File: config.mk
export PLATFORM = sky130hd
export DESIGN_NAME = humidity_sensor_i2c_reader
export DESIGN_NICKNAME = d
export VERILOG_FILES = /design/src/design/hsir_pkg.sv /design/src/design/hsir_cfg.sv /design/src/design/hsir_scale.sv /design/src/design/hsir_seq.sv /design/src/design/humidity_sensor_i2c_reader.sv
export SDC_FILE = /design/constraint.sdc
export NUM_CORES = 1
export LEC_CHECK = 0
export ABC_AREA = 1
export BUFFER_PORTS_ARGS = -buffer_cell sky130_fd_sc_hd__buf_4
export CORE_ASPECT_RATIO = 1.2
export CORE_MARGIN = 2
export CORE_UTILIZATION = 60
export DETAILED_ROUTE_END_ITERATION = 10
export PLACE_DENSITY_LB_ADDON = 0.08
export SLEW_MARGIN = 0
export SYNTH_ARGS = -nofsm -noshare
export SYNTH_HDL_FRONTEND = slang
export SYNTH_SLANG_ARGS = --single-unit
File: constraint.sdc
create_clock -name clk_i -period 9.34 [get_ports clk_i]
set_clock_uncertainty 0.15 [all_clocks]
set_input_delay 1.401 -clock clk_i [delete_from_list [all_inputs] [get_ports clk_i]]
set_output_delay 1.401 -clock clk_i [all_outputs]
set_load 0.02 [all_outputs]
File: src/design/hsir_pkg.sv
// Shared types, constants and register map of the humidity sensor I2C reader.
// No dependencies; every other file of the block imports this package.
`timescale 1ns / 1ps

package hsir_pkg;

  // Widths of the stream fields and of the configuration registers
  localparam int unsigned READ_BYTES_DEF = 6;
  localparam int unsigned ADDR_W         = 7;
  localparam int unsigned TICK_W         = 20;
  localparam int unsigned RAW_W          = 20;
  localparam int unsigned HUM_W          = 14;
  localparam int unsigned TEMP_W         = 15;
  localparam int unsigned CFG_IDX_W      = 2;
  localparam int unsigned CFG_DATA_W     = 20;
  localparam int unsigned IN_TDATA_W     = 8;
  localparam int unsigned OUT_FIELDS_W   = 5 + 2 * RAW_W + HUM_W + TEMP_W;
  localparam int unsigned OUT_TDATA_W    = ((OUT_FIELDS_W + 7) / 8) * 8;
  localparam int unsigned OUT_PAD_W      = OUT_TDATA_W - OUT_FIELDS_W;

  // Command codes carried in the input word
  localparam logic [1:0] CMD_INIT    = 2'd1;
  localparam logic [1:0] CMD_MEASURE = 2'd2;

  // Bytes sent after the address byte
  localparam logic [7:0] INIT_BYTE_0 = 8'hBE;
  localparam logic [7:0] INIT_BYTE_1 = 8'h08;
  localparam logic [7:0] MEAS_BYTE_0 = 8'hAC;
  localparam logic [7:0] MEAS_BYTE_1 = 8'h33;
  localparam logic [7:0] ZERO_BYTE   = 8'h00;

  // Status byte: sensor still busy
  localparam int unsigned STATUS_BUSY_BIT = 7;

  // Fixed-point scaling to hundredths
  localparam logic [HUM_W-1:0]  HUM_SCALE   = 14'd10000;
  localparam logic [TEMP_W-1:0] TEMP_SCALE  = 15'd20000;
  localparam logic [TEMP_W-1:0] TEMP_OFFSET = 15'd5000;

  typedef enum logic [CFG_IDX_W-1:0] {
    REG_DEV_ADDR    = 2'd0,
    REG_POWER_UP    = 2'd1,
    REG_INIT_SETTLE = 2'd2,
    REG_MEAS_WAIT   = 2'd3
  } reg_e;

  typedef enum logic [3:0] {
    PH_IDLE        = 4'd0,
    PH_PWR_WAIT    = 4'd1,
    PH_START_A     = 4'd2,
    PH_START_B     = 4'd3,
    PH_WBIT_LO     = 4'd4,
    PH_WBIT_HI     = 4'd5,
    PH_RBIT_LO     = 4'd6,
    PH_RBIT_HI     = 4'd7,
    PH_STOP_A      = 4'd8,
    PH_STOP_B      = 4'd9,
    PH_STOP_C      = 4'd10,
    PH_MEAS_WAIT   = 4'd11,
    PH_SETTLE_WAIT = 4'd12,
    PH_DONE        = 4'd13
  } phase_e;

  typedef struct packed {
    logic [1:0] command;
    logic       sda_in;
  } item_t;

  typedef struct packed {
    logic [ADDR_W-1:0] dev_addr;
    logic [TICK_W-1:0] power_up;
    logic [TICK_W-1:0] init_settle;
    logic [TICK_W-1:0] meas_wait;
  } cfg_t;

  localparam cfg_t CFG_RESET = '{
    dev_addr:    7'h38,
    power_up:    20'd8000,
    init_settle: 20'd2000,
    meas_wait:   20'd16000
  };

  // Per-tick result of the sequencer
  typedef struct packed {
    logic             scl_pull_low;
    logic             sda_pull_low;
    logic             busy;
    logic             done;
    logic             success;
    logic [RAW_W-1:0] hum_raw;
    logic [RAW_W-1:0] temp_raw;
  } step_t;

endpackage

File: src/design/hsir_cfg.sv
// Configuration register file of the humidity sensor I2C reader.
// Depends on hsir_pkg.
`timescale 1ns / 1ps

module hsir_cfg (
  input  logic                             clk_i,
  input  logic                             rst_ni,
  input  logic                             cfg_we_i,
  input  logic [hsir_pkg::CFG_IDX_W-1:0]   cfg_index_i,
  input  logic [hsir_pkg::CFG_DATA_W-1:0]  cfg_data_i,
  output hsir_pkg::cfg_t                   cfg_o
);
  import hsir_pkg::*;

  cfg_t cfg_q, cfg_d;

  always_comb begin
    cfg_d = cfg_q;
    unique case (reg_e'(cfg_index_i))
      REG_DEV_ADDR:    cfg_d.dev_addr    = cfg_data_i[ADDR_W-1:0];
      REG_POWER_UP:    cfg_d.power_up    = cfg_data_i[TICK_W-1:0];
      REG_INIT_SETTLE: cfg_d.init_settle = cfg_data_i[TICK_W-1:0];
      REG_MEAS_WAIT:   cfg_d.meas_wait   = cfg_data_i[TICK_W-1:0];
      default:         cfg_d = cfg_q;
    endcase
  end

  always_ff @(posedge clk_i or negedge rst_ni) begin
    if (!rst_ni) begin
      cfg_q <= CFG_RESET;
    end else if (cfg_we_i) begin
      cfg_q <= cfg_d;
    end
  end

  assign cfg_o = cfg_q;

endmodule

File: src/design/hsir_scale.sv
// Fixed-point conversion of raw humidity and temperature to hundredths.
// Depends on hsir_pkg.
`timescale 1ns / 1ps

module hsir_scale (
  input  logic [hsir_pkg::RAW_W-1:0]         hum_raw_i,
  input  logic [hsir_pkg::RAW_W-1:0]         temp_raw_i,
  output logic [hsir_pkg::HUM_W-1:0]         humidity_centi_o,
  output logic signed [hsir_pkg::TEMP_W-1:0] temperature_centi_o
);
  import hsir_pkg::*;

  logic [RAW_W+HUM_W-1:0]  hum_prod;
  logic [RAW_W+TEMP_W-1:0] temp_prod;
  logic [TEMP_W-1:0]       temp_scaled;

  // raw * 10000 / 2^20, truncated
  assign hum_prod         = (RAW_W+HUM_W)'(hum_raw_i) * (RAW_W+HUM_W)'(HUM_SCALE);
  assign humidity_centi_o = hum_prod[RAW_W +: HUM_W];

  // raw * 20000 / 2^20 - 5000, two's complement
  assign temp_prod           = (RAW_W+TEMP_W)'(temp_raw_i) * (RAW_W+TEMP_W)'(TEMP_SCALE);
  assign temp_scaled         = temp_prod[RAW_W +: TEMP_W];
  assign temperature_centi_o = $signed(temp_scaled - TEMP_OFFSET);

endmodule

File: src/design/hsir_seq.sv
// Tick sequencer: bit-banged I2C master, waits, read-back and unpacking.
// Depends on hsir_pkg.
`timescale 1ns / 1ps

module hsir_seq #(
  parameter int unsigned READ_BYTES = hsir_pkg::READ_BYTES_DEF
) (
  input  logic            clk_i,
  input  logic            rst_ni,
  input  logic            step_en_i,
  input  hsir_pkg::item_t item_i,
  input  hsir_pkg::cfg_t  cfg_i,
  output hsir_pkg::step_t step_o
);
  import hsir_pkg::*;

  localparam int unsigned       BYTE_W     = $clog2(READ_BYTES);
  localparam logic [BYTE_W-1:0] LAST_RBYTE = BYTE_W'(READ_BYTES - 1);
  localparam logic [BYTE_W-1:0] LAST_WBYTE = BYTE_W'(3);
  localparam logic [3:0]        ACK_BIT    = 4'd8;

  phase_e            phase_q, phase_d;
  logic              act_q, act_d;      // 1: measure, 0: init
  logic              rd_q, rd_d;        // read transfer in progress
  logic              acks_q, acks_d;
  logic [TICK_W-1:0] cnt_q, cnt_d;
  logic [3:0]        bit_q, bit_d;
  logic [BYTE_W-1:0] byte_q, byte_d;
  logic [7:0]        shift_q, shift_d;
  logic [RAW_W-1:0]  hum_q, hum_d;
  logic [RAW_W-1:0]  temp_q, temp_d;
  logic [7:0]        rxb_q [READ_BYTES];
  logic              rxb_we;

  // Resolved state for this tick (command start, zero-length waits)
  phase_e            ph_a, ph_x;
  logic              act_a, acks_a, rd_a, rd_x;
  logic [TICK_W-1:0] cnt_a, target;
  logic              wait_ph, wait_over;
  logic              wbit_sda, rbit_sda;
  logic [7:0]        next_tx;
  logic [RAW_W-1:0]  hum_dec, temp_dec;
  logic              status_ok;

  always_comb begin
    ph_a   = phase_q;
    act_a  = act_q;
    acks_a = acks_q;
    rd_a   = rd_q;
    cnt_a  = cnt_q;
    if (phase_q == PH_IDLE) begin
      if (item_i.command == CMD_INIT) begin
        ph_a   = PH_PWR_WAIT;
        act_a  = 1'b0;
        acks_a = 1'b1;
        rd_a   = 1'b0;
        cnt_a  = '0;
      end else if (item_i.command == CMD_MEASURE) begin
        ph_a   = PH_START_A;
        act_a  = 1'b1;
        acks_a = 1'b1;
        rd_a   = 1'b0;
      end
    end

    wait_ph = (ph_a == PH_PWR_WAIT) || (ph_a == PH_MEAS_WAIT) || (ph_a == PH_SETTLE_WAIT);
    if (ph_a == PH_PWR_WAIT) begin
      target = cfg_i.power_up;
    end else if (ph_a == PH_MEAS_WAIT) begin
      target = cfg_i.meas_wait;
    end else begin
      target = cfg_i.init_settle;
    end
    wait_over = wait_ph && !(cnt_a < target);

    ph_x = ph_a;
    rd_x = rd_a;
    if (wait_over) begin
      if (ph_a == PH_PWR_WAIT) begin
        ph_x = PH_START_A;
        rd_x = 1'b0;
      end else if (ph_a == PH_MEAS_WAIT) begin
        ph_x = PH_START_A;
        rd_x = 1'b1;
      end else begin
        ph_x = PH_DONE;
      end
    end
  end

  // Data bit driven during write and read bit pairs
  assign wbit_sda = (bit_q < ACK_BIT) ? ~shift_q[3'd7 - bit_q[2:0]] : 1'b0;
  assign rbit_sda = (bit_q >= ACK_BIT) && (byte_q != LAST_RBYTE);

  always_comb begin
    case (byte_q)
      BYTE_W'(0): next_tx = act_a ? MEAS_BYTE_0 : INIT_BYTE_0;
      BYTE_W'(1): next_tx = act_a ? MEAS_BYTE_1 : INIT_BYTE_1;
      default:    next_tx = ZERO_BYTE;
    endcase
  end

  // Status byte, then 20-bit humidity and 20-bit temperature
  assign hum_dec   = {rxb_q[1], rxb_q[2], rxb_q[3][7:4]};
  assign temp_dec  = {rxb_q[3][3:0], rxb_q[4], rxb_q[5]};
  assign status_ok = ~rxb_q[0][STATUS_BUSY_BIT];

  // Next state
  always_comb begin
    phase_d = ph_x;
    act_d   = act_a;
    rd_d    = rd_x;
    acks_d  = acks_a;
    cnt_d   = cnt_a;
    bit_d   = bit_q;
    byte_d  = byte_q;
    shift_d = shift_q;
    hum_d   = hum_q;
    temp_d  = temp_q;
    rxb_we  = 1'b0;
    unique case (ph_x)
      PH_IDLE: ;
      PH_PWR_WAIT, PH_MEAS_WAIT, PH_SETTLE_WAIT: begin
        cnt_d = cnt_a + TICK_W'(1);
      end
      PH_START_A: begin
        phase_d = PH_START_B;
        bit_d   = '0;
        byte_d  = '0;
        shift_d = {cfg_i.dev_addr, rd_x};
      end
      PH_START_B: phase_d = PH_WBIT_LO;
      PH_WBIT_LO: phase_d = PH_WBIT_HI;
      PH_WBIT_HI: begin
        if (bit_q < ACK_BIT) begin
          bit_d   = bit_q + 4'd1;
          phase_d = PH_WBIT_LO;
        end else begin
          if (item_i.sda_in) begin
            acks_d = 1'b0;
          end
          bit_d = '0;
          if (rd_x) begin
            byte_d  = '0;
            shift_d = '0;
            phase_d = PH_RBIT_LO;
          end else begin
            byte_d = byte_q + BYTE_W'(1);
            if (byte_q == LAST_WBYTE) begin
              phase_d = PH_STOP_A;
            end else begin
              shift_d = next_tx;
              phase_d = PH_WBIT_LO;
            end
          end
        end
      end
      PH_RBIT_LO: phase_d = PH_RBIT_HI;
      PH_RBIT_HI: begin
        if (bit_q < ACK_BIT) begin
          shift_d = {shift_q[6:0], item_i.sda_in};
          bit_d   = bit_q + 4'd1;
          phase_d = PH_RBIT_LO;
        end else begin
          rxb_we  = 1'b1;
          bit_d   = '0;
          shift_d = '0;
          byte_d  = byte_q + BYTE_W'(1);
          phase_d = (byte_q == LAST_RBYTE) ? PH_STOP_A : PH_RBIT_LO;
        end
      end
      PH_STOP_A: phase_d = PH_STOP_B;
      PH_STOP_B: phase_d = PH_STOP_C;
      PH_STOP_C: begin
        if (rd_x) begin
          acks_d = acks_a & status_ok;
          if (acks_a && status_ok) begin
            hum_d  = hum_dec;
            temp_d = temp_dec;
          end
          phase_d = PH_DONE;
        end else if (!act_a) begin
          cnt_d   = '0;
          phase_d = PH_SETTLE_WAIT;
        end else if (acks_a) begin
          cnt_d   = '0;
          phase_d = PH_MEAS_WAIT;
        end else begin
          phase_d = PH_DONE;
        end
      end
      PH_DONE: phase_d = PH_IDLE;
      default: phase_d = PH_IDLE;
    endcase
  end

  // Outputs
  always_comb begin
    step_o              = '0;
    step_o.busy         = 1'b1;
    step_o.hum_raw      = hum_d;
    step_o.temp_raw     = temp_d;
    unique case (ph_x)
      PH_IDLE: step_o.busy = 1'b0;
      PH_PWR_WAIT, PH_MEAS_WAIT, PH_SETTLE_WAIT, PH_START_A: ;
      PH_START_B: step_o.sda_pull_low = 1'b1;
      PH_WBIT_LO: begin
        step_o.scl_pull_low = 1'b1;
        step_o.sda_pull_low = wbit_sda;
      end
      PH_WBIT_HI: step_o.sda_pull_low = wbit_sda;
      PH_RBIT_LO: begin
        step_o.scl_pull_low = 1'b1;
        step_o.sda_pull_low = rbit_sda;
      end
      PH_RBIT_HI: step_o.sda_pull_low = rbit_sda;
      PH_STOP_A: begin
        step_o.scl_pull_low = 1'b1;
        step_o.sda_pull_low = 1'b1;
      end
      PH_STOP_B: step_o.sda_pull_low = 1'b1;
      PH_STOP_C: ;
      PH_DONE: begin
        step_o.done    = 1'b1;
        step_o.success = acks_a;
      end
      default: step_o.busy = 1'b0;
    endcase
  end

  always_ff @(posedge clk_i or negedge rst_ni) begin
    if (!rst_ni) begin
      phase_q <= PH_IDLE;
      act_q   <= 1'b0;
      rd_q    <= 1'b0;
      acks_q  <= 1'b1;
      cnt_q   <= '0;
      bit_q   <= '0;
      byte_q  <= '0;
      shift_q <= '0;
      hum_q   <= '0;
      temp_q  <= '0;
    end else if (step_en_i) begin
      phase_q <= phase_d;
      act_q   <= act_d;
      rd_q    <= rd_d;
      acks_q  <= acks_d;
      cnt_q   <= cnt_d;
      bit_q   <= bit_d;
      byte_q  <= byte_d;
      shift_q <= shift_d;
      hum_q   <= hum_d;
      temp_q  <= temp_d;
    end
  end

  // Received bytes, no reset
  always_ff @(posedge clk_i) begin
    if (step_en_i && rxb_we) begin
      rxb_q[byte_q] <= shift_q;
    end
  end

  a_done_to_idle: assert property (@(posedge clk_i) disable iff (!rst_ni)
    (step_en_i && step_o.done) |=> (phase_q == PH_IDLE))
    else $error("sequencer did not return to idle after done");

  a_success_with_done: assert property (@(posedge clk_i) disable iff (!rst_ni)
    step_o.success |-> step_o.done)
    else $error("success flagged without done");

  a_hold_when_stalled: assert property (@(posedge clk_i) disable iff (!rst_ni)
    !step_en_i |=> ($stable(phase_q) && $stable(cnt_q) && $stable(shift_q)))
    else $error("sequencer state moved without a tick");

  a_bit_range: assert property (@(posedge clk_i) disable iff (!rst_ni)
    bit_q <= ACK_BIT)
    else $error("bit counter past the ack bit");

  a_read_phase_flag: assert property (@(posedge clk_i) disable iff (!rst_ni)
    (phase_q == PH_RBIT_LO || phase_q == PH_RBIT_HI) |-> rd_q)
    else $error("read bit phase outside a read transfer");

endmodule

File: src/design/humidity_sensor_i2c_reader.sv
// Humidity sensor I2C reader. Each input word is one half-bit tick of the bus
// from an external prescaler, carrying a command (0 tick, 1 init, 2 measure;
// ignored while busy) and the sampled SDA level; each accepted word yields
// exactly one result word with the SCL/SDA pull-low controls, busy/done/success
// and the last good raw and scaled readings. Throughput is one word per clock
// while the receiver keeps m_axis_tready high: the sequencer advances once per
// word, as it moves from an input register into a result register, from which
// the result word is offered. Bus timing is set entirely by the tick rate;
// clock stretching is not supported.
// Configuration (address, power-up, settle and measure wait in ticks) may be
// written only while no command is running. Depends on hsir_pkg, hsir_cfg,
// hsir_seq and hsir_scale.
`timescale 1ns / 1ps

module humidity_sensor_i2c_reader #(
  parameter int unsigned READ_BYTES = hsir_pkg::READ_BYTES_DEF
) (
  input  logic                              clk_i,
  input  logic                              rst_ni,
  // tdata: [1:0] command, [2] sda_in, [7:3] zero
  input  logic                              s_axis_tvalid,
  output logic                              s_axis_tready,
  input  logic [hsir_pkg::IN_TDATA_W-1:0]   s_axis_tdata,
  // tdata: [0] scl_pull_low, [1] sda_pull_low, [2] busy_res, [3] done_res,
  //        [4] success, [24:5] raw humidity, [44:25] raw temperature,
  //        [58:45] humidity_centi, [73:59] temperature_centi, [79:74] zero
  output logic                              m_axis_tvalid,
  input  logic                              m_axis_tready,
  output logic [hsir_pkg::OUT_TDATA_W-1:0]  m_axis_tdata,
  input  logic                              cfg_we_i,
  input  logic [hsir_pkg::CFG_IDX_W-1:0]    cfg_index_i,
  input  logic [hsir_pkg::CFG_DATA_W-1:0]   cfg_data_i
);
  import hsir_pkg::*;

  cfg_t                     cfg;
  step_t                    step;
  logic [HUM_W-1:0]         hum_centi;
  logic signed [TEMP_W-1:0] temp_centi;

  // Input register
  logic  in_valid_q, in_valid_d;
  item_t in_item_q;
  logic  in_accept;

  // Result register
  logic                   out_valid_q, out_valid_d;
  logic [OUT_TDATA_W-1:0] out_data_q, out_data_d;

  logic advance;  // word moves from input register to result register

  assign advance       = in_valid_q && (!out_valid_q || m_axis_tready);
  assign s_axis_tready = !in_valid_q || advance;
  assign in_accept     = s_axis_tvalid && s_axis_tready;

  always_comb begin
    in_valid_d = in_valid_q;
    if (in_accept) begin
      in_valid_d = 1'b1;
    end else if (advance) begin
      in_valid_d = 1'b0;
    end

    out_valid_d = out_valid_q;
    if (advance) begin
      out_valid_d = 1'b1;
    end else if (m_axis_tready) begin
      out_valid_d = 1'b0;
    end
  end

  always_ff @(posedge clk_i or negedge rst_ni) begin
    if (!rst_ni) begin
      in_valid_q  <= 1'b0;
      out_valid_q <= 1'b0;
    end else begin
      in_valid_q  <= in_valid_d;
      out_valid_q <= out_valid_d;
    end
  end

  always_ff @(posedge clk_i) begin
    if (in_accept) begin
      in_item_q.command <= s_axis_tdata[1:0];
      in_item_q.sda_in  <= s_axis_tdata[2];
    end
    if (advance) begin
      out_data_q <= out_data_d;
    end
  end

  hsir_cfg u_cfg (
    .clk_i       (clk_i),
    .rst_ni      (rst_ni),
    .cfg_we_i    (cfg_we_i),
    .cfg_index_i (cfg_index_i),
    .cfg_data_i  (cfg_data_i),
    .cfg_o       (cfg)
  );

  hsir_seq #(
    .READ_BYTES (READ_BYTES)
  ) u_seq (
    .clk_i     (clk_i),
    .rst_ni    (rst_ni),
    .step_en_i (advance),
    .item_i    (in_item_q),
    .cfg_i     (cfg),
    .step_o    (step)
  );

  hsir_scale u_scale (
    .hum_raw_i           (step.hum_raw),
    .temp_raw_i          (step.temp_raw),
    .humidity_centi_o    (hum_centi),
    .temperature_centi_o (temp_centi)
  );

  // Pack highest field first, scl_pull_low in bit 0
  assign out_data_d = {OUT_PAD_W'(0), temp_centi, hum_centi, step.temp_raw, step.hum_raw,
                       step.success, step.done, step.busy, step.sda_pull_low,
                       step.scl_pull_low};

  assign m_axis_tvalid = out_valid_q;
  assign m_axis_tdata  = out_data_q;

  a_ready_when_empty: assert property (@(posedge clk_i) disable iff (!rst_ni)
    !in_valid_q |-> s_axis_tready)
    else $error("input stalled with empty input register");

  a_result_follows_advance: assert property (@(posedge clk_i) disable iff (!rst_ni)
    advance |=> out_valid_q)
    else $error("result word lost after advance");

  a_no_overwrite: assert property (@(posedge clk_i) disable iff (!rst_ni)
    (out_valid_q && !m_axis_tready) |-> !advance)
    else $error("pending result word overwritten");

endmodule

Word-level counts from Yosys, hierarchy flattened --
Memories as Yosys holds them, arrays and structs flattened. Cells that the tools add are included.
Operators by class: multipliers 2, $lt $le $gt $ge 4, bitwise operators 3, equality and inequality tests 28, reductions and logical operators 36, mux-type cells 74, add/sub/neg operators 5
Operators with widths (count):
- 20-bit two-way mux | 13
- 20-bit by 10-bit multiplier with 30-bit output (second input constant) | 2
- 4-bit two-way mux | 14
- 20-bit case mux with 2 select lines | 1
- 4-bit case mux with 10 select lines | 1
- 4-bit equality test (second input constant) | 8
- 8-bit two-way mux | 4
- 1-bit two-way mux | 27
- 8-bit case mux with 3 select lines | 1
- 20-bit by 1-bit adder with 20-bit output (second input constant) | 1
- 20-bit less-than comparator | 1
- 4-bit by 3-bit equality test with 1-bit output (second input constant) | 4
- 8-bit case mux with 2 select lines | 1
- 15-bit by 13-bit subtractor with 15-bit output (second input constant) | 1
- 13-bit OR reduction | 1
- 3-bit two-way mux | 4
- 2-bit AND reduction | 5
- 3-bit case mux with 3 select lines | 1
- 3-bit OR reduction | 3
- 4-bit by 1-bit equality test with 1-bit output (second input constant) | 2
- 4-bit by 2-bit equality test with 1-bit output (second input constant) | 2
- 4-bit zero test | 2
- 4-bit case mux with 2 select lines | 1
- 4-bit AND reduction | 2
- 31 further kinds | 50
Storage, ports and cells: word-level logic and storage cells 173, register bits after elaboration 228, memories 1, bits of input ports 35, bits in writable memories 48, output and inout port bits 82
Memories:
- u_seq.rxb_q | depth 6, width 8, read ports 6, clocked after memory_dff 0, write ports 1, RTL line hsir_seq.sv:32 | logic [7:0] rxb_q [READ_BYTES];

Logic depth before layout (Yosys ltp) --
Gate-level depths: netlist (run 1).
word-level depth 16, gate-level depth with buffers 54, mapped depth without buffers 51

By module --
Synthesis (run 1) repeated with hierarchy kept, for this count alone.
Unflattened totals: cell total of the unflattened synthesis 2419, area, all modules 20234.4 um2
By module, submodules not included:
- hsir_seq | instances 1, area each 7795.0 um2, sequential area each 3284.4 um2, cells each 1019
- hsir_scale | instances 1, area each 7150.6 um2, sequential area each 0.0 um2, cells each 1001
- hsir_cfg | instances 1, area each 2832.7 um2, sequential area each 1702.9 um2, cells each 303
- humidity_sensor_i2c_reader | instances 1, area each 2456.1 um2, sequential area each 2362.3 um2, cells each 96

Worst setup path after synthesis (run 1) --
OpenSTA, ideal clock, no wires.
path kind reg2reg, start point reg u_seq.phase_q[2], end point reg out_data_q[73], in the netlist m_axis_tdata[73], data pin, library setup time 252 ps, path slack 757 ps, cell stages (with the launch flop) 47, arrival 8181 ps, clock period less this slack 8583 ps, data required time 8938 ps, path buffers 4, cell sequence dfrtp_1 -> inv_1 -> nand4_1 -> inv_1 -> clkbuf_1 -> buf_1 -> nand2_1 -> nand3_1 -> o21ai_0 -> ha_1 -> a21oi_1 -> o21ai_0 -> nand2_1 -> o211ai_1 -> a21oi_1 -> nand2_4 -> nand2_4 -> nand2_2 -> [... 11 more ...] -> fa_1 -> ha_1 -> inv_1 -> fa_1 -> inv_1 -> ha_1 -> a21oi_1 -> o21ai_0 -> a2111oi_0 -> nand2_1 -> nand2_1 -> nand2_1 -> nor2_1 -> inv_1 -> nor2_1 -> nand3b_1 -> nand3_1 -> nand2_1
RTL lines:
- from (decl) | RTL line hsir_seq.sv:22 | phase_e phase_q, phase_d;
- from (signal assigned) | RTL line hsir_seq.sv:244 | phase_q <= phase_d;
- to (signal assigned) | RTL line humidity_sensor_i2c_reader.sv:88 | out_data_q <= out_data_d;
- to (decl) | RTL line humidity_sensor_i2c_reader.sv:48 | logic [OUT_TDATA_W-1:0] out_data_q, out_data_d;

==> summary.txt, run 1 <==
Timing
  • Slew HR: 21.5%
  • Min Hold Slack: 0.333 ns
  • Hold Vio Cnt, Final: 0
  • RSZ-0062 raised after global routing: false
  • Setup_tns: 0 ns
  • Fmax: 0.115 GHz
  • Final worst-path cycle share: 93.4%
  • Setup violators final: 0
  • Post-layout min period: 8.72 ns
  • Slew Viols, Final: 0
  • Worst slew pin tran: 1.17 ns

Floorplanning
  • Cell Rows: 71
  • Starting Density: 60.8%
  • Die Area: 33100 um2
  • CORE AREA: 31300 um2
  • Die X: 166 um
  • Die Y: 199 um
  • IO Pins: 117

Placement
  • IO Port Bufs: 105
  • Dpl cells: 2665
  • Placer Congestion: 0.943
  • Cell area after placement: 20400 um2
  • HPWL Detailed: 32.7 mm

Clock tree
  • Htree depth: 1
  • Register clock-pin slew on the reported worst setup and hold paths: 0.06 ns
  • CTS tree: built
  • Total setup buffers inserted after CTS: 0
  • TritonCTS buffer count: 28
  • Clk sinks: 269
  • CTS Buffer Depth: 3
  • Worst skew pair latency: 0.58 ns
  • Cts hold-fix bufs: 0
  • CTS root buf: clkbuf_16

Drt
  • Via Count: 14400
  • Final ANT Viol Nets: 0
  • WL/cell: 15.7 um
  • First-pass DRT Iterations: 5
  • Final Routed Wirelength: 42.6 mm
  • DR vias/cell: 5.31
  • DRC: 0
  • DR iter-0 viols: 796

GRT
  • Gr ovfl total: 0
  • First-pass GRT wire length: 71.1 mm
  • Total Routing Usage GR: 26.4%
  • Vias in the first global route: 14600
  • Largest net degree at the start of global routing: 99
  • Initial antenna violation count: 0

Layout
  • Post-route cell area: 21400 um2
  • Most common cell after layout, fill and taps aside: inv_1
  • Most used cells in the layout excluding fill and tap cells: 427 x inv_1, 386 x nand2_1, 220 x o21ai_0, 188 x ha_1, 136 x buf_4
  • Area grow syn2layout: 12.6%
  • Fin nets: 2605
  • Fillers: 2598
  • Number of diodes: 0
  • Share of layout cells above drive strength 1: 12.4%
  • Post-route insts no fill: 2717

Power and ir drop
  • Leakage: 11.0 nW
  • Total power: 4.26 mW
  • Worst VDD drop: 0.182 mV
  • Power Dens Cells: 199 nW/um2

Hold path
  • Hold Path Depth: 2
  • Endpoint with the worst hold slack: u_cfg.cfg_o[15]
  • HP Class: reg2reg
  • Hold_sp: u_cfg.cfg_o[15]

Setup path
  • FF-to-FF setup slack: 0.62 ns
  • Worst reg2reg path endpoint: m_axis_tdata[73]
  • CP max-delay cell: fa_1
  • Worst-case reg-to-reg path depth: 41
  • Reg-to-Reg Start: u_seq.phase_q[2]
  • Data arrival, critical path: 8.89 ns
  • Crit-path most repeated cell: inv_1
  • Delay of the slowest cell on the worst path: 0.50 ns
  • Critical setup path kind: reg2reg
  • Setup crit end kind: register
  • Worst EP required: 9.50 ns
  • Crit path launch type: register
  • Crit Path Max Fanout: 25

Yosys
  • Syn Inst Count: 2174
  • Synthesized area per cell: 8.74 um2
  • Top_reg_cell synth: dfrtp_1
  • EDFF count, synth: 118
  • Cell Area, Synth: 19000 um2
  • Seq cells post-synth: 269
  • Fraction of registers with async set/reset: 56.1%
  • Synth unique cells: 63
  • Yosys warns: 0
  • Seq/Total Area, Yosys: 38.7%

Status
  • Status: finished clean

Run
  • Maxcap violations: 0
-- cells in the mapped netlist, drive strengths merged (5+ instances only) --
cell | count | area share, %
nor3 | 24 | 0.72
clkbuf | 40 | 0.79
nand3b | 8 | 0.32
a31oi | 16 | 0.53
a22oi | 11 | 0.43
dfrtp | 129 | 17
o211ai | 8 | 0.32
ha | 189 | 12
edfxtp | 118 | 19
xor2 | 31 | 1.5
o21ai | 234 | 6.3
a21oi | 102 | 2.8
nor2 | 142 | 3.1
nor4 | 7 | 0.31
xnor2 | 9 | 0.41
nand3 | 73 | 2.1
nand2 | 406 | 8.4
dfstp | 22 | 3.0
nand4 | 12 | 0.40
buf | 15 | 0.44
mux2i | 5 | 0.26
inv | 441 | 8.7
fa | 87 | 9.2
o21bai | 7 | 0.30
-- how the worst max path moves through the flow --
stage	slack, ns	endpoint	startpoint
2_1_floorplan	0.76	m_axis_tdata[73]	u_seq.phase_q[2]
3_3_place_gp	0.26	m_axis_tdata[73]	u_seq.phase_q[3]
3_5_place_dp	0.22	m_axis_tdata[73]	u_seq.phase_q[3]
4_1_cts	0.17	m_axis_tdata[73]	u_seq.phase_q[3]
5_1_grt	0.04	m_axis_tdata[73]	u_seq.phase_q[2]
6_report	0.62	m_axis_tdata[73]	u_seq.phase_q[2]
-- state kept, by name, summed over array words and instances, names as in the netlist, 3 cells and up --
register,count
in_item_q,3
m_axis_tdata,74
u_cfg.cfg_o,67
u_seq.bit_q,4
u_seq.byte_q,3
u_seq.cnt_q,20
u_seq.hum_q,20
u_seq.phase_q,4
u_seq.rxb_q,41
u_seq.shift_q,8
u_seq.temp_q,20
-- metal layers --
layer	GRT usage (%)	wire [um]	vias up
li1	-	-	7269
met1	32.1	17900	6815
met2	49.2	21900	274
met3	3.06	1650	71
met4	8.01	1110	0
met5	0	0	-
-- area by class of cell --
type	instances	area (um2)	area share, %
Clock buffer	29	714	3.34
Clock inverter	23	250	1.17
Inverter	441	1660	7.78
Multi-Input combinational cell	1414	9840	46.0
Sequential cell	269	7350	34.3
Tap cell	401	502	2.34
Timing Repair Buffer	140	1080	5.06
-- critical path: cells and delay by family, from the launching register on --
| family | cells | cell delay [ns] |
|---|---|---|
| fa+ha+maj | 7 | 2.69 |
| simple gates | 16 | 1.88 |
| compound gates | 9 | 1.82 |
| buf+inv | 8 | 1.05 |
| flops | 1 | 0.44 |
| mux | 1 | 0.39 |
-- what timing repair did --
item	4_1_cts	5_1_grt
setup endpoints to repair	0	6
resized for setup	0	15
hold endpoints to repair	0	0
-- logic make-up after synthesis --
logic type	after synthesis	share of synthesized area (%)
AND/OR/NAND/NOR	678	15.5
buffers and inverters	496	9.94
AO/OA/AOI/OAI	407	11.9
adder cells (fa/ha/maj)	276	21.6
flip-flops	269	38.7
XOR/XNOR	40	1.94
multiplexers	7	0.382
other	1	0.0197
-- power breakdown --
group          internal [mW]  switching (mW)  leakage (nW)  total (mW)
Clock                  0.673           0.502         0.472        1.17
Sequential              1.45           0.126          2.99        1.58
Combinational          0.512           0.990          7.49        1.50
-- per-stage QoR --
stage	util, %	setup slack [ns]
after floorplan	-	0.757
after global placement	65.2	0.258
after detailed placement	65.2	0.222
after CTS	68.2	0.170
after global routing	68.4	0.0424
final	68.4	0.616
No activity file was read; power rests on OpenSTA's default activity.
==> inputs of run 2 (changes only) <==
ABC_AREA = unset   (was 1)
==> summary.txt, run 2 <==
Status
  • Status: finished clean

GRT
  • Vias in the first global route: 12700
  • Largest net degree at the start of global routing: 90
  • Initial antenna violation count: 0
  • Gr ovfl total: 0
  • Total Routing Usage GR: 24.0%
  • First-pass GRT wire length: 61.3 mm

Yosys
  • Top_reg_cell synth: dfrtp_1
  • Fraction of registers with async set/reset: 56.1%
  • Synthesized area per cell: 10.7 um2
  • Syn Inst Count: 1685
  • Yosys warns: 0
  • Mux share of post-synthesis cell area: 8.79%
  • Synth unique cells: 84
  • Most instantiated cells after synthesis: 276 x inv_1, 189 x ha_1, 136 x nand2_1
  • Seq/Total Area, Yosys: 40.6%
  • Post-Synth XOR/XNOR Area: 2.03%
  • Seq cells post-synth: 269
  • Area leader, netlist: edfxtp_1
  • Adder-cell share of the synthesized area: 22.7%
  • Post-synth top area share: 19.6%
  • Post-synthesis compound-gate area fraction: 9.64%
  • EDFF count, synth: 118
  • Cell Area, Synth: 18100 um2
  • Post-Synth Simple-Gate Area: 9.17%
  • Main combinational cell family by area after synthesis: adder cells
  • Count leader, synth: inv_1
  • Synth top area cells: edfxtp_1 20%, dfrtp_1 18%, ha_1 13%

Setup path
  • Crit path launch type: register
  • Worst EP required: 9.49 ns
  • CP max-delay cell: dfrtp_1
  • Worst reg2reg path endpoint: m_axis_tdata[73]
  • Setup crit end kind: register
  • Worst-path cell chain: nand4bb_1 > nor2_4 > buf_4 > mux2i_1 > inv_1 > fa_1 > ha_1 > fa_1 > ha_1 > inv_1 > fa_1 > inv_1 > ha_1 > a211oi_1 > o21ai_0 > a2111oi_0 > o21ai_1 > a311oi_1 > nor3b_1 > a211o_1 > a22oi_2 > or4b_1 > o211ai_2 > xor2_1
  • Data arrival, critical path: 8.26 ns
  • Reg-to-Reg Start: u_seq.phase_q[0]
  • FF-to-FF setup slack: 1.22 ns
  • Worst-case reg-to-reg path depth: 24
  • Critical setup path kind: reg2reg
  • Delay of the slowest cell on the worst path: 0.57 ns
  • Crit Path Max Fanout: 15

Placement
  • Post-Place Worst Slack: 1.33 ns
  • IO Port Bufs: 105
  • Placer Congestion: 0.872
  • Cell area after placement: 19400 um2
  • HPWL Detailed: 27.0 mm

Layout
  • Number of diodes: 0
  • FF/Latch Area: 7350 um2
  • Max reg flops: 74
  • Most common cell after layout, fill and taps aside: inv_1
  • Multi-input gate area: 9510 um2
  • Area grow syn2layout: 12.4%
  • Most used cells in the layout excluding fill and tap cells: 276 x inv_1, 189 x ha_1, 135 x nand2_1, 133 x buf_4, 129 x dfrtp_1
  • Fillers: 2294
  • Fin nets: 2112
  • Post-route cell area: 20400 um2
  • Share of layout cells above drive strength 1: 16.8%

Hold path
  • HP Class: reg2reg
  • Hold_sp: u_seq.hum_q[1]
  • Hold Path Depth: 2
  • Endpoint with the worst hold slack: u_seq.hum_q[1]

Floorplanning
  • IO Pins: 117
  • Die X: 163 um
  • Die Y: 194 um
  • Starting Density: 61.0%
  • Cell Rows: 69
  • CORE AREA: 29700 um2
  • Die Area: 31600 um2

Timing
  • Hold Vio Cnt, Final: 0
  • Setup violators final: 0
  • Final worst-path cycle share: 86.9%
  • Fmax: 0.123 GHz
  • Slew Viols, Final: 0
  • RSZ-0062 raised after global routing: false
  • Post-layout min period: 8.12 ns
  • Slew HR: 18.2%
  • Worst slew pin tran: 1.22 ns
  • Final setup margin: 1.22 ns
  • Setup_tns: 0 ns

Drt
  • DR iter-0 viols: 760
  • DRC: 0
  • Via Count: 12400
  • Final ANT Viol Nets: 0
  • DR vias/cell: 5.62
  • Final Routed Wirelength: 36.9 mm
  • First-pass DRT Iterations: 5
  • WL/cell: 16.7 um

Power and ir drop
  • Total power: 3.75 mW
  • Worst VDD drop: 0.161 mV
  • Clk network pwr share: 30.5%
  • Net switching power: 1.25 mW
  • Sw Share: 33.2%
  • Pint: 2.51 mW
  • Combinational Power Share: 26.9%
  • Reg power frac: 42.7%
  • Leakage: 10.3 nW
  • Power Dens Cells: 184 nW/um2

Clock tree
  • CTS root buf: clkbuf_16
  • Cts hold-fix bufs: 0
  • CTS tree: built
  • Clk sinks: 269
  • Htree depth: 1
  • Total setup buffers inserted after CTS: 0
  • CTS Buffer Depth: 3
  • Post-cts resize count: 0
  • Worst skew pair latency: 0.56 ns
  • TritonCTS buffer count: 28
  • Register clock-pin slew on the reported worst setup and hold paths: 0.06 ns

Run
  • Maxcap violations: 0
-- run 2: worst max-delay path: cells and delay by family (launching register included) --
kind,cells,cell delay [ns]
fa+ha+maj,6,2.45
compound gates,8,1.78
simple gates,4,1.74
buf+inv,4,0.61
flops,1,0.57
mux,1,0.49
xor+xnor,1,0.08
-- run 2: through the flow --
stage	instances	util, %	hold WS, ns
after floorplan	1690	-	0.292
after global placement	2161	65.3	0.309
after detailed placement	2161	65.3	0.319
after CTS	2213	68.5	0.333
after global routing	2213	68.5	0.349
final	2213	68.5	0.330
-- run 2: layout make-up --
| type | instances | share of cell area (%) |
|---|---|---|
| inverter | 277 | 5.12 |
| multi-input combinational | 1091 | 46.7 |
| tap | 390 | 2.40 |
| clock inverter | 8 | 0.350 |
| timing repair buffer | 134 | 4.96 |
| sequential | 269 | 36.1 |
| clock buffer | 44 | 4.32 |
-- run 2: power groups by stage --
stage                     combinational, mW  clock, mW  sequential [mW]
after detailed placement               1.00          0             1.62
after global routing                   1.13       1.21             1.62
final                                  1.01       1.14             1.60
after CTS                              1.01       1.17             1.60
after global placement                0.975          0             1.61
after floorplan                       0.741          0             1.57
-- run 2: kinds of logic after synthesis --
group           Yosys count
simple gates            339
buf+inv                 330
compound gates          282
fa+ha+maj               276
flops                   269
mux                     146
xor+xnor                 42
other cells               1
-- run 2: worst max-delay path by stage --
stage,end,depth (start not counted),start,slack (ns)
6_report,m_axis_tdata[73],24,u_seq.phase_q[0],1.22
4_1_cts,m_axis_tdata[73],24,u_seq.phase_q[0],1.20
3_5_place_dp,m_axis_tdata[73],24,u_seq.phase_q[2],1.33
5_1_grt,m_axis_tdata[73],24,u_seq.phase_q[0],0.73
2_1_floorplan,m_axis_tdata[73],27,u_seq.phase_q[0],1.59
3_3_place_gp,m_axis_tdata[73],24,u_seq.phase_q[2],1.38
-- run 2: layer usage --
layer	track usage (%)	routed length, um	vias up	part of all wire (%)
li1	-	-	6012	-
met1	29.4	15300	6110	41
met2	44.4	19400	244	53
met3	2.45	1310	66	3.6
met4	7.44	935	0	2.5
met5	0	0	-	0
==> inputs of run 3 (changes only) <==
BUFFER_PORTS_ARGS = unset   (was -buffer_cell sky130_fd_sc_hd__buf_4)
CELL_PAD_IN_SITES_DETAIL_PLACEMENT = 0   (was unset)
CELL_PAD_IN_SITES_GLOBAL_PLACEMENT = 2   (was unset)
CORE_UTILIZATION = 43   (was 60)
DONT_BUFFER_PORTS = 1   (was unset)
==> summary.txt, run 3 (synthesis results as in run 2) <==
Floorplanning
  • CORE AREA: 41700 um2
  • IO Pins: 117
  • Cell Rows: 82
  • Die Area: 43800 um2
  • Starting Density: 43.5%
  • Die Y: 229 um
  • Die X: 191 um

Drt
  • DR iter-0 viols: 393
  • DR vias/cell: 5.13
  • Via Count: 11700
  • Final Routed Wirelength: 40.7 mm
  • WL/cell: 17.9 um
  • Final ANT Viol Nets: 0
  • DRC: 0
  • First-pass DRT Iterations: 4

Setup path
  • Worst reg2reg path endpoint: m_axis_tdata[58]
  • Worst-case reg-to-reg path depth: 28
  • Crit Path Max Fanout: 20
  • Critical setup path kind: reg2reg
  • CP max-delay cell: mux2i_1
  • Worst EP required: 9.52 ns
  • CP delay by family, top: adder cells
  • Reg-to-Reg Start: u_seq.phase_q[0]
  • Worst path bufs/invs: 8
  • Crit-path most repeated cell: inv_1
  • Setup crit end kind: register
  • FF-to-FF setup slack: 1.32 ns
  • Data arrival, critical path: 8.20 ns
  • Delay of the slowest cell on the worst path: 0.64 ns
  • Crit path launch type: register

Timing
  • Slew HR: 19.8%
  • Setup_tns: 0 ns
  • Hold Vio Cnt, Final: 0
  • Min Hold Slack: 0.324 ns
  • Post-layout min period: 8.02 ns
  • Worst slew pin tran: 1.19 ns
  • Setup violators final: 0
  • Slew Viols, Final: 0
  • Final worst-path cycle share: 85.8%
  • RSZ-0062 raised after global routing: false
  • Fmax: 0.125 GHz

Layout
  • Area grow syn2layout: 9.70%
  • Most used cells in the layout excluding fill and tap cells: 276 x inv_1, 189 x ha_1, 135 x nand2_1, 129 x dfrtp_1, 118 x edfxtp_1
  • Share of layout cells above drive strength 1: 12.2%
  • Number of diodes: 0
  • Fin nets: 2016
  • Max reg flops: 74
  • Most common cell after layout, fill and taps aside: inv_1
  • Post-route insts no fill: 2275
  • Core Util, Final: 47.7%

GRT
  • Largest net degree at the start of global routing: 152
  • Total Routing Usage GR: 19.2%
  • Gr ovfl total: 0
  • First-pass GRT wire length: 66.2 mm
  • Initial antenna violation count: 0
  • Vias in the first global route: 12100

Clock tree
  • Register clock-pin slew on the reported worst setup and hold paths: 0.06 ns
  • TritonCTS buffer count: 30
  • Total setup buffers inserted after CTS: 0
  • CTS Buffer Depth: 3
  • Clk sinks: 269
  • Post-cts resize count: 0
  • Cts hold-fix bufs: 0
  • Htree depth: 1
  • Worst skew pair latency: 0.58 ns
  • CTS tree: built
  • CTS root buf: clkbuf_16

Power and ir drop
  • Power Dens Cells: 191 nW/um2
  • Worst VDD drop: 0.168 mV
  • Leakage: 9.85 nW

Placement
  • Dpl cells: 2219
  • HPWL Detailed: 30.2 mm
  • IO Port Bufs: 0
  • Placer Congestion: 0.766

Hold path
  • Endpoint with the worst hold slack: u_seq.hum_q[1]
  • Hold Path Depth: 2
  • Hold_sp: u_seq.hum_q[1]
  • HP Class: reg2reg

Run
  • Maxcap violations: 0

Status
  • Status: finished clean
[run 3: power by group]
group	internal, mW	switching, mW
sequential	1.43	0.182
combinational	0.382	0.595
clock	0.715	0.497
total	2.53	1.27
[run 3: worst max path at each step]
stage	from	end	slack [ns]	cells after the start
after floorplan	u_seq.phase_q[0]	m_axis_tdata[73]	1.59	27
after CTS	u_seq.phase_q[0]	m_axis_tdata[58]	1.18	28
after global routing	u_seq.phase_q[0]	m_axis_tdata[58]	0.69	28
after global placement	u_seq.phase_q[0]	m_axis_tdata[58]	1.25	28
final	u_seq.phase_q[0]	m_axis_tdata[58]	1.32	28
after detailed placement	u_seq.phase_q[0]	m_axis_tdata[58]	1.19	28
[run 3: tightest hold or removal path: stages (launching register included)]
cell and delay (ns):
dfrtp_1 0.34, nand2_1 0.05, nand2_1 0.06
[run 3: layout make-up]
cell class                 count  area [um2]
tap                          546         683
inverter                     277        1040
clock inverter                19         210
timing repair buffer          36         270
fill                        4014       21800
clock buffer                  37         797
multi-input combinational   1091        9520
sequential                   269        7350
[run 3: routing by layer]
| layer | share of wire, % | track usage, % |
|---|---|---|
| met5 | 0 | 0 |
| met4 | 1.7 | 3.97 |
| met2 | 54 | 36.1 |
| met3 | 2.5 | 2.32 |
| met1 | 42 | 23.1 |
[run 3: metrics by stage]
step	worst slack (ns)	power, mW	instance area (um2)
3_5_place_dp	1.19	2.62	18900
4_1_cts	1.18	3.86	19900
3_3_place_gp	1.25	2.60	18900
6_report	1.32	3.80	19900
2_1_floorplan	1.59	2.31	18100
5_1_grt	0.694	4.03	19900
